--- src/wfpa_pkg.sv ---
// ============================================================================
// wfpa_pkg
// Shared types and constants for the worst-fit partition allocator: transfer
// payloads, item kind codes, controller states and per-cell control.
// ============================================================================
package wfpa_pkg;

	// default build values for the top-level parameters
	localparam int MAX_PARTITIONS_DEF = 16;
	localparam int SIZE_BITS_DEF      = 16;

	// fixed field widths of the transfer payloads
	localparam int SIZE_FIELD_W  = 16;
	localparam int INDEX_FIELD_W = 4;
	localparam int LEFT_FIELD_W  = 16;

	// item kind codes
	localparam logic KIND_LOAD  = 1'b0;
	localparam logic KIND_ALLOC = 1'b1;

	// input item
	typedef struct packed {
		logic                    kind;
		logic [SIZE_FIELD_W-1:0] size;
	} item_t;

	// result item
	typedef struct packed {
		logic                     granted;
		logic [INDEX_FIELD_W-1:0] partition_index;
		logic [LEFT_FIELD_W-1:0]  leftover;
	} result_t;

	// controller states
	typedef enum logic [1:0] {
		ST_IDLE,
		ST_SCAN,
		ST_DONE
	} state_t;

	// per-cell control from the controller
	typedef struct packed {
		logic wr;    // load a new partition into this cell
		logic take;  // this cell won the scan: mark used, shrink
	} cell_ctl_t;

endpackage

--- src/wfpa_cell.sv ---
// ============================================================================
// wfpa_cell
// One partition slot of the scan chain. Holds the partition size and used
// flag, and each cycle passes the best candidate seen so far to its neighbour.
// ============================================================================
module wfpa_cell #(
	parameter int SIZE_BITS = wfpa_pkg::SIZE_BITS_DEF,
	parameter int IDX_W     = 4,
	parameter int INDEX     = 0
) (
	input  logic                 clk,
	input  logic                 arst_n,
	input  wfpa_pkg::cell_ctl_t  ctl,
	input  logic [SIZE_BITS-1:0] wr_size,
	input  logic [SIZE_BITS-1:0] req_size,
	input  logic                 loaded,
	input  logic                 found_in,
	input  logic [IDX_W-1:0]     idx_in,
	input  logic [SIZE_BITS-1:0] size_in,
	output logic                 found_out,
	output logic [IDX_W-1:0]     idx_out,
	output logic [SIZE_BITS-1:0] size_out
);
	import wfpa_pkg::*;

	localparam logic [IDX_W-1:0] MY_IDX = IDX_W'(INDEX);

	logic [SIZE_BITS-1:0] part_size_q;
	logic                 used_q;
	logic                 fits;
	logic                 better;
	logic                 found_q;
	logic [IDX_W-1:0]     idx_q;
	logic [SIZE_BITS-1:0] best_size_q;

	// stored partition: payload without reset
	always_ff @(posedge clk) begin
		if (ctl.wr) begin
			part_size_q <= wr_size;
		end else if (ctl.take) begin
			part_size_q <= part_size_q - req_size;
		end
	end

	always_ff @(posedge clk or negedge arst_n) begin
		if (!arst_n) begin
			used_q <= 1'b0;
		end else if (ctl.wr) begin
			used_q <= 1'b0;
		end else if (ctl.take) begin
			used_q <= 1'b1;
		end
	end

	// compare against the candidate from the lower-index side
	assign fits   = loaded && !used_q && (part_size_q >= req_size);
	assign better = fits && (!found_in || (part_size_q > size_in));

	always_ff @(posedge clk or negedge arst_n) begin
		if (!arst_n) begin
			found_q <= 1'b0;
		end else begin
			found_q <= found_in || fits;
		end
	end

	always_ff @(posedge clk) begin
		if (better) begin
			idx_q       <= MY_IDX;
			best_size_q <= part_size_q;
		end else begin
			idx_q       <= idx_in;
			best_size_q <= size_in;
		end
	end

	assign found_out = found_q;
	assign idx_out   = idx_q;
	assign size_out  = best_size_q;

endmodule

--- src/worst_fit_partition_allocator_top.sv ---
// ============================================================================
// worst_fit_partition_allocator_top
// Fixed-partition worst-fit allocator built as a row of partition cells.
// ============================================================================
// Usage:
//   The item channel (item_valid/item_ready/item) takes loads and requests.
//   A load (kind 0) appends a partition size to the next free cell; once
//   MAX_PARTITIONS cells are loaded further loads are dropped and give no
//   result.
//   A request (kind 1) sends a candidate down the cell chain, one cell per
//   cycle, so the scan length is set by the chain length: a request occupies
//   the block through accept, the MAX_PARTITIONS cells and commit. The
//   winning cell is marked used and shrunk by the request.
//   One result transfer per request leaves on result_valid/result_ready,
//   registered; granted 0 comes with index 0 and leftover 0.
//   The result register parts the channels: loads keep flowing while a
//   result waits. If a finished scan finds the result register still full,
//   the commit waits in place until the receiver takes the old result.
//   Reset clears the used flags, the load count and all handshake state;
//   stored sizes are only read once loaded.
// ============================================================================
module worst_fit_partition_allocator_top #(
	parameter int MAX_PARTITIONS = wfpa_pkg::MAX_PARTITIONS_DEF,
	parameter int SIZE_BITS      = wfpa_pkg::SIZE_BITS_DEF
) (
	input  logic              clk,
	input  logic              arst_n,
	input  logic              item_valid,
	output logic              item_ready,
	input  wfpa_pkg::item_t   item,
	output logic              result_valid,
	input  logic              result_ready,
	output wfpa_pkg::result_t result
);
	import wfpa_pkg::*;

	localparam int IDX_W = $clog2(MAX_PARTITIONS);
	localparam int CNT_W = $clog2(MAX_PARTITIONS + 1);

	state_t               state_q, state_d;
	logic [CNT_W-1:0]     count_q;
	logic [IDX_W-1:0]     scan_q;
	logic [SIZE_BITS-1:0] req_size_q;
	logic                 result_valid_q;
	result_t              result_q;

	logic                 accept;
	logic                 load_acc;
	logic                 emit;
	logic [SIZE_BITS+SIZE_FIELD_W-1:0] size_ext;
	logic [SIZE_BITS-1:0] size_in;
	logic [SIZE_BITS-1:0] left;
	logic [SIZE_BITS+LEFT_FIELD_W-1:0] left_ext;
	logic [IDX_W+INDEX_FIELD_W-1:0]    idx_ext;

	cell_ctl_t            ctl [MAX_PARTITIONS];
	logic                 ch_found [MAX_PARTITIONS+1];
	logic [IDX_W-1:0]     ch_idx   [MAX_PARTITIONS+1];
	logic [SIZE_BITS-1:0] ch_size  [MAX_PARTITIONS+1];

	// input size to internal width
	assign size_ext = {{SIZE_BITS{1'b0}}, item.size};
	assign size_in  = size_ext[SIZE_BITS-1:0];

	assign accept   = item_valid && item_ready;
	assign load_acc = accept && (item.kind == KIND_LOAD);

	// chain head: nothing found yet
	assign ch_found[0] = 1'b0;
	assign ch_idx[0]   = '0;
	assign ch_size[0]  = '0;

	// row of partition cells
	for (genvar i = 0; i < MAX_PARTITIONS; i++) begin : g_cell
		assign ctl[i].wr   = load_acc && (count_q == CNT_W'(i));
		assign ctl[i].take = emit && ch_found[MAX_PARTITIONS]
			&& (ch_idx[MAX_PARTITIONS] == IDX_W'(i));

		wfpa_cell #(
			.SIZE_BITS(SIZE_BITS),
			.IDX_W    (IDX_W),
			.INDEX    (i)
		) u_cell (
			.clk      (clk),
			.arst_n   (arst_n),
			.ctl      (ctl[i]),
			.wr_size  (size_in),
			.req_size (req_size_q),
			.loaded   (count_q > CNT_W'(i)),
			.found_in (ch_found[i]),
			.idx_in   (ch_idx[i]),
			.size_in  (ch_size[i]),
			.found_out(ch_found[i+1]),
			.idx_out  (ch_idx[i+1]),
			.size_out (ch_size[i+1])
		);
	end

	// controller: next state and handshakes
	always_comb begin
		state_d    = state_q;
		item_ready = 1'b0;
		emit       = 1'b0;
		unique case (state_q)
			ST_IDLE: begin
				item_ready = 1'b1;
				if (item_valid && item.kind == KIND_ALLOC) begin
					state_d = ST_SCAN;
				end
			end
			ST_SCAN: begin
				if (scan_q == IDX_W'(MAX_PARTITIONS - 1)) begin
					state_d = ST_DONE;
				end
			end
			ST_DONE: begin
				if (!result_valid_q || result_ready) begin
					emit    = 1'b1;
					state_d = ST_IDLE;
				end
			end
			default: state_d = ST_IDLE;
		endcase
	end

	always_ff @(posedge clk or negedge arst_n) begin
		if (!arst_n) begin
			state_q <= ST_IDLE;
			count_q <= '0;
			scan_q  <= '0;
		end else begin
			state_q <= state_d;
			if (load_acc && count_q != CNT_W'(MAX_PARTITIONS)) begin
				count_q <= count_q + 1'b1;
			end
			if (accept) begin
				scan_q <= '0;
			end else if (state_q == ST_SCAN) begin
				scan_q <= scan_q + 1'b1;
			end
		end
	end

	// request size held for the whole scan
	always_ff @(posedge clk) begin
		if (accept) begin
			req_size_q <= size_in;
		end
	end

	// result formatting from the chain tail
	assign left     = ch_size[MAX_PARTITIONS] - req_size_q;
	assign left_ext = {{LEFT_FIELD_W{1'b0}}, left};
	assign idx_ext  = {{INDEX_FIELD_W{1'b0}}, ch_idx[MAX_PARTITIONS]};

	// output register
	always_ff @(posedge clk or negedge arst_n) begin
		if (!arst_n) begin
			result_valid_q <= 1'b0;
		end else if (emit) begin
			result_valid_q <= 1'b1;
		end else if (result_ready) begin
			result_valid_q <= 1'b0;
		end
	end

	always_ff @(posedge clk) begin
		if (emit) begin
			result_q.granted <= ch_found[MAX_PARTITIONS];
			if (ch_found[MAX_PARTITIONS]) begin
				result_q.partition_index <= idx_ext[INDEX_FIELD_W-1:0];
				result_q.leftover        <= left_ext[LEFT_FIELD_W-1:0];
			end else begin
				result_q.partition_index <= '0;
				result_q.leftover        <= '0;
			end
		end
	end

	assign result_valid = result_valid_q;
	assign result       = result_q;

endmodule

--- config.mk ---
export PLATFORM = sky130hd
export DESIGN_NAME = worst_fit_partition_allocator_top
export DESIGN_NICKNAME = d
export VERILOG_FILES = /design/src/wfpa_pkg.sv /design/src/wfpa_cell.sv /design/src/worst_fit_partition_allocator_top.sv
export SDC_FILE = /design/constraint.sdc
export NUM_CORES = 2
export LEC_CHECK = 0
export BUFFER_PORTS_ARGS = -buffer_cell sky130_fd_sc_hd__buf_2
export CAP_MARGIN = 20
export CORE_AREA = 2 2 315 317
export CTS_BUF_LIST = sky130_fd_sc_hd__clkbuf_4 sky130_fd_sc_hd__clkbuf_8 sky130_fd_sc_hd__clkbuf_16
export DETAILED_ROUTE_END_ITERATION = 10
export DIE_AREA = 0 0 317 319
export SYNTH_ARGS = -nofsm -noshare
export SYNTH_HDL_FRONTEND = slang
export SYNTH_HIERARCHICAL = 1
export SYNTH_SLANG_ARGS = --single-unit
--- constraint.sdc ---
create_clock -name clk -period 4.4 [get_ports clk]
set_input_delay 0.44 -clock clk [delete_from_list [all_inputs] [get_ports clk]]
set_output_delay 0.44 -clock clk [all_outputs]
set_load 0.05 [all_outputs]
## Yosys cells after proc, flatten, opt, wreduce, memory -nomap -nowiden

Index checks and enable logic that the tools add are counted.

- Word-level logic and storage cells: 451
- Bits of input ports: 21
- Register bits: 642
- Output and inout port bits: 23

- Equal/unequal tests: 37
- $add $sub $neg: 19
- Reductions and logical operators: 169
- Multiplexer cells: 91
- Bitwise logic cells: 1
- Magnitude comparators: 47

Operators with widths:

| kind | count |
|---|---|
| 2-to-1 mux 16 bit | 47 |
| subtractor 16 bit | 17 |
| greater-or-equal comparator 16 bit | 16 |
| greater-than comparator 16 bit | 15 |
| logical AND 1 bit | 84 |
| == test 5 x 4 -> 1 bit, second input constant | 8 |
| greater-than comparator 5 x 4 -> 1 bit, second input constant | 8 |
| 2-to-1 mux 1 bit | 38 |
| == test 4 bit, second input constant | 9 |
| nonzero test 2 bit | 18 |
| logical NOT 1 bit | 32 |
| logical OR 1 bit | 31 |
| == test 5 x 3 -> 1 bit, second input constant | 4 |
| greater-than comparator 5 x 3 -> 1 bit, second input constant | 4 |
| == test 4 x 3 -> 1 bit, second input constant | 4 |
| == test 5 x 2 -> 1 bit, second input constant | 2 |
| greater-than comparator 5 x 1 -> 1 bit, second input constant | 2 |
| greater-than comparator 5 x 2 -> 1 bit, second input constant | 2 |
| == test 4 x 2 -> 1 bit, second input constant | 2 |
| 2-to-1 mux 4 bit | 2 |
| 2-to-1 mux 2 bit | 3 |
| != test 2 bit, second input constant | 3 |
| one-hot mux 2 bit (3 select lines) | 1 |
| adder 5 x 1 -> 5 bit, second input constant | 1 |
| other kinds (11) | 11 |

## Depth between registers and ports, before layout

- Depth after elaboration: 8
- Mapped depth: 12
- Depth with buffers taken out: 10

## Cells and area by module

Netlist, hierarchy kept.

By module, submodules not included:

| module | cells an instance | times used | area each (sq um) | seq. area each (sq um) |
|---|---|---|---|---|
| wfpa_cell at g_cell[11].u_cell ... | 291 | 6 | 2742.6 | 930.9 |
| wfpa_cell at g_cell[1].u_cell ... | 291 | 3 | 2756.4 | 930.9 |
| wfpa_cell at g_cell[14].u_cell ... | 287 | 2 | 2667.6 | 930.9 |
| worst_fit_partition_allocator_top | 324 | 1 | 3066.7 | 1411.4 |
| wfpa_cell at g_cell[9].u_cell | 284 | 1 | 2708.8 | 930.9 |
| wfpa_cell at g_cell[0].u_cell | 287 | 1 | 2690.1 | 930.9 |
| wfpa_cell at g_cell[10].u_cell | 287 | 1 | 2688.8 | 930.9 |
| wfpa_cell at g_cell[8].u_cell | 279 | 1 | 2686.3 | 930.9 |
| wfpa_cell at g_cell[13].u_cell | 284 | 1 | 2655.0 | 930.9 |

## Worst setup path before layout

No wires, ideal clock.

- Path kind: register -> register
- Start: register req_size_q[1]
- End: register g_cell[8].u_cell.best_size_q[0]
- Buffers on the path: 1
- Stages on the path, launching flop included: 9
- Path slack: 1.150 ns
- Library setup time: 0.121 ns
- Arrival: 3.129 ns
- Data required time: 4.279 ns
- Clock period less this slack: 3.250 ns
- Path through: edfxtp_1 > fa_1 > nand2b_1 > a21oi_1 > a31oi_1 > a211o_1 > a211oi_2 > buf_6 > mux2_4

- Cells in the longest elaborated chain, start to end: 4

Ends and longest elaborated chain:

| item | RTL line | RTL |
|---|---|---|
| start, declared | worst_fit_partition_allocator_top.sv:43 | `logic [SIZE_BITS-1:0] req_size_q;` |
| start signal, assigned | worst_fit_partition_allocator_top.sv:147 | `req_size_q <= size_in;` |
| greater-or-equal comparator 16 bit | wfpa_cell.sv:56 | `assign fits = loaded && !used_q && (part_size_q >= req_size);` |
| logical AND 1 bit | wfpa_cell.sv:56 |  |
| logical AND 1 bit | wfpa_cell.sv:57 | `assign better = fits && (!found_in \|\| (part_size_q > size_in));` |
| 2-to-1 mux 16 bit | wfpa_cell.sv:68 | `if (better) begin` |
| end signal, assigned | wfpa_cell.sv:70 | `best_size_q <= part_size_q;` |
| end signal, assigned | wfpa_cell.sv:73 | `best_size_q <= size_in;` |
| end, declared | wfpa_cell.sv:34 | `logic [SIZE_BITS-1:0] best_size_q;` |

No other way between the ends.
A chain may end at the register's enable or synchronous reset.

## Worst setup path in the final report

- Start: register req_size_q[7]
- End: register g_cell[0].u_cell.best_size_q[9]

- Cells in the longest elaborated chain, start to end: 2

Ends and longest elaborated chain:

| item | RTL line |
|---|---|
| greater-or-equal comparator 16 bit | wfpa_cell.sv:56 |
| logical AND 1 bit | wfpa_cell.sv:56 |
| end signal, assigned | wfpa_cell.sv:70 |
| end signal, assigned | wfpa_cell.sv:73 |
| end, declared | wfpa_cell.sv:34 |

No other way between the ends.

==> metrics.yaml <==
internal-power_mw: 16.4
antenna_left: 0
synth_ff_type: "dfxtp_1"
yosysTopAreaCellShare: 0.189
crit_family: "compound AO/OA/AOI/OAI gates"
worstRegToRegCells: 10
synthTopCellsByCount: "inv_1, ha_1, nand2_1"
cts_max_level: 3
numCtsBuffers: 78
hpwlAfterDp_um: 102000
slew_headroom: 0.234
path_clk_slew_ps: 70
coreArea_um2: 97700
yosysWarningCount: 6
drc: 0
yosysMostFrequentCell: "inv_1"
cp_slowest_cell: "edfxtp_1"
status: "completed"
min_period_ps: 3610
layout-drive-gt1-share: 0.129
ios: 44
initial_utilization: 0.477
start_kind: "flop"
max_clock_freq_ghz: 0.277
worstSetupPathType: "reg -> reg"
total_power_mw: 25.1
clk_path_buf_depth: 3
drv_slew: 0
post_cts_resized: 0
synthArstFlopShare: 0.0670
crit_chain: "buf_4 -> inv_1 -> ha_1 -> and2_4 -> a221o_1 -> nor4_1 -> o22ai_1 -> o311ai_4 -> buf_8 -> mux2_4"
clkLatencyLatePin_ps: 670
fin_crit_sh: 0.821
clock-root-buffer: "clkbuf_16"
routed_via_density: 5.70
crit_arrival_ps: 4140
slowest_delay_ps: 770
place_area_um2: 48300
critPathRequiredTime_ps: 4930
tightest_slew_ps: 1150
cp.buffers_inverters: 3
syn2layout_area_growth_pct: 9.93
rows: 115
clkPwrFrac: 0.280
final_area_um2: 51200
power_leakage_nw: 23.1
yosysTopAreaCell: "edfxtp_1"
setup_tns_ps: 0
grt_pass1_vias: 34500
cts.sinks: 657
switching_share: 0.347
wl_per_cell_um: 22.0
cap_viol_max_count: 0
path_max_fanout: 12
vias: 36400
grt_max_degree: 45
yosys-top-cells-area: "edfxtp_1, ha_1, dfxtp_1"
numPortBuffers: 43
synth_edf_count: 293
grt_pass1_wl_um: 209000
rsz0062_at_grt: "false"
dieWidth_um: 317
drt_iter0_markers: 2736
gp_congestion: 0.925
finalWirelength_um: 140000
antenna_found_initial: 2
power_per_cell_area_nw_per_um2: 490
finClkSkew_ps: 34.5
synthDistinctLibCells: 103
ys_seq_area_frac: 0.350
ir_drop_mv: 0.273
p_sw_mw: 8.72
finalSetupViolations: 0
grt_overflow: 0
syn_inst: 4938
cts_tree: "built"
syn_area_per_cell_um2: 9.43
dieArea_um2: 101000
end_kind: "flop"
chipHeight_um: 319
final_nets: 5597
first_pass_iters: 6
ys_seq_elements: 657
hold_viol_final: 0
power_frac_seq: 0.366
synth_area_um2: 46600
track_usage: 0.274
hold_depth: 3
worst_hold_path_type: "in -> reg"
crit_cells: 10
combPwrFrac: 0.354
-- cell families (layout without fill, tap and decap cells) --
family | after synthesis | count (layout) | synth area share
flops | 657 | 657 | 0.350
compound gates | 1162 | 1162 | 0.165
simple gates | 1398 | 1398 | 0.150
xor+xnor | 180 | 180 | 0.0339
other cells | 1 | 39 | 0.0000805
fa+ha+maj | 550 | 550 | 0.151
mux | 271 | 271 | 0.0835
buf+inv | 719 | 836 | 0.0665
-- sequential cells by signal, indices dropped and copies added (netlist names) --
register / cells
g_cell.u_cell/part_size_q: 256
g_cell.u_cell/size_out: 256
g_cell.u_cell/idx_out: 64
result: 21
g_cell.u_cell/found_out: 16
g_cell.u_cell/used_q: 16
req_size_q: 16
count_q: 5
scan_q: 4
state_q: 2
result_valid: 1
-- placed cells by master (no fill, tap or decap), drive strengths merged, types with 74 or more instances in the layout --
master / n
xor2: 99
nand2: 496
a21oi: 275
inv: 577
nor2b: 93
xnor2: 81
o21ai: 381
dfxtp: 320
nor2: 244
nand2b: 88
clkbuf: 102
a21o: 83
ha: 533
buf: 120
edfxtp: 293
nand3: 74
nand4: 81
mux2: 246
-- metrics by stage --
| step | cells | setup WS, ps | utilization | hold WS, ps |
|---|---|---|---|---|
| after floorplan | 4975 | 1150 | - | 144 |
| after CTS | 6378 | 806 | 0.524 | 67.9 |
| after global placement | 6230 | 936 | 0.494 | 388 |
| final | 6380 | 787 | 0.524 | 97.4 |
| after detailed placement | 6231 | 865 | 0.495 | 391 |
| after global routing | 6379 | 714 | 0.524 | 96.6 |
-- worst register-to-register path, stage by stage (launching register included) --
cell      delay (ps)
edfxtp_1         770
buf_4            410
inv_1            100
ha_1             380
and2_4           190
a221o_1          360
nor4_1           290
o22ai_1          200
o311ai_4         220
buf_8            240
mux2_4           310
-- layout make-up --
| cell class | instances | area (um2) |
|---|---|---|
| timing repair buffer | 121 | 830 |
| sequential | 657 | 16300 |
| clock buffer | 102 | 2350 |
| inverter | 569 | 2140 |
| tap | 1287 | 1610 |
| antenna | 1 | 2.50 |
| fill | 8949 | 46500 |
| clock inverter | 44 | 489 |
| multi-input combinational | 3599 | 27500 |
-- path summary, 6_finish.rpt --
path / start / end / slack, ps
worst max-delay path: req_size_q[7] / g_cell[0].u_cell/size_out[9] / 790
worst min-delay path: result_ready / result_valid / 100
worst max register to register: req_size_q[7] / g_cell[0].u_cell/size_out[9] / 790
worst min register to register: g_cell[14].u_cell/idx_out[2] / g_cell[15].u_cell/idx_out[2] / 400
max in group asynchronous: arst_n / g_cell[6].u_cell/found_out / 3200
min in group asynchronous: arst_n / g_cell[15].u_cell/found_out / 490
-- timing repair --
action / in CTS / in global routing
buffers inserted: 0 / 0
hold buffers: 1 / 0
hold endpoints to repair: 43 / 0
-- metal layers --
metal  global-route usage  wire, um  share of wire  vias up
met3               0.0306      7400          0.053      257
met4                0.108      6020          0.043        0
met5                    0         0              0        -
met1                0.380     64000           0.46    17400
met2                0.434     62900           0.45     1010
li1                     -         -              -    17700
-- power by group through the flow --
stage	combinational, mW	clock [mW]	sequential, mW
after global routing	9.87	7.40	9.28
final	8.89	7.03	9.18
after floorplan	7.02	0	8.60
after global placement	8.58	0	9.31
after CTS	8.85	7.17	9.18
after detailed placement	8.78	0	9.29
Power figures use the tool's default switching activity.
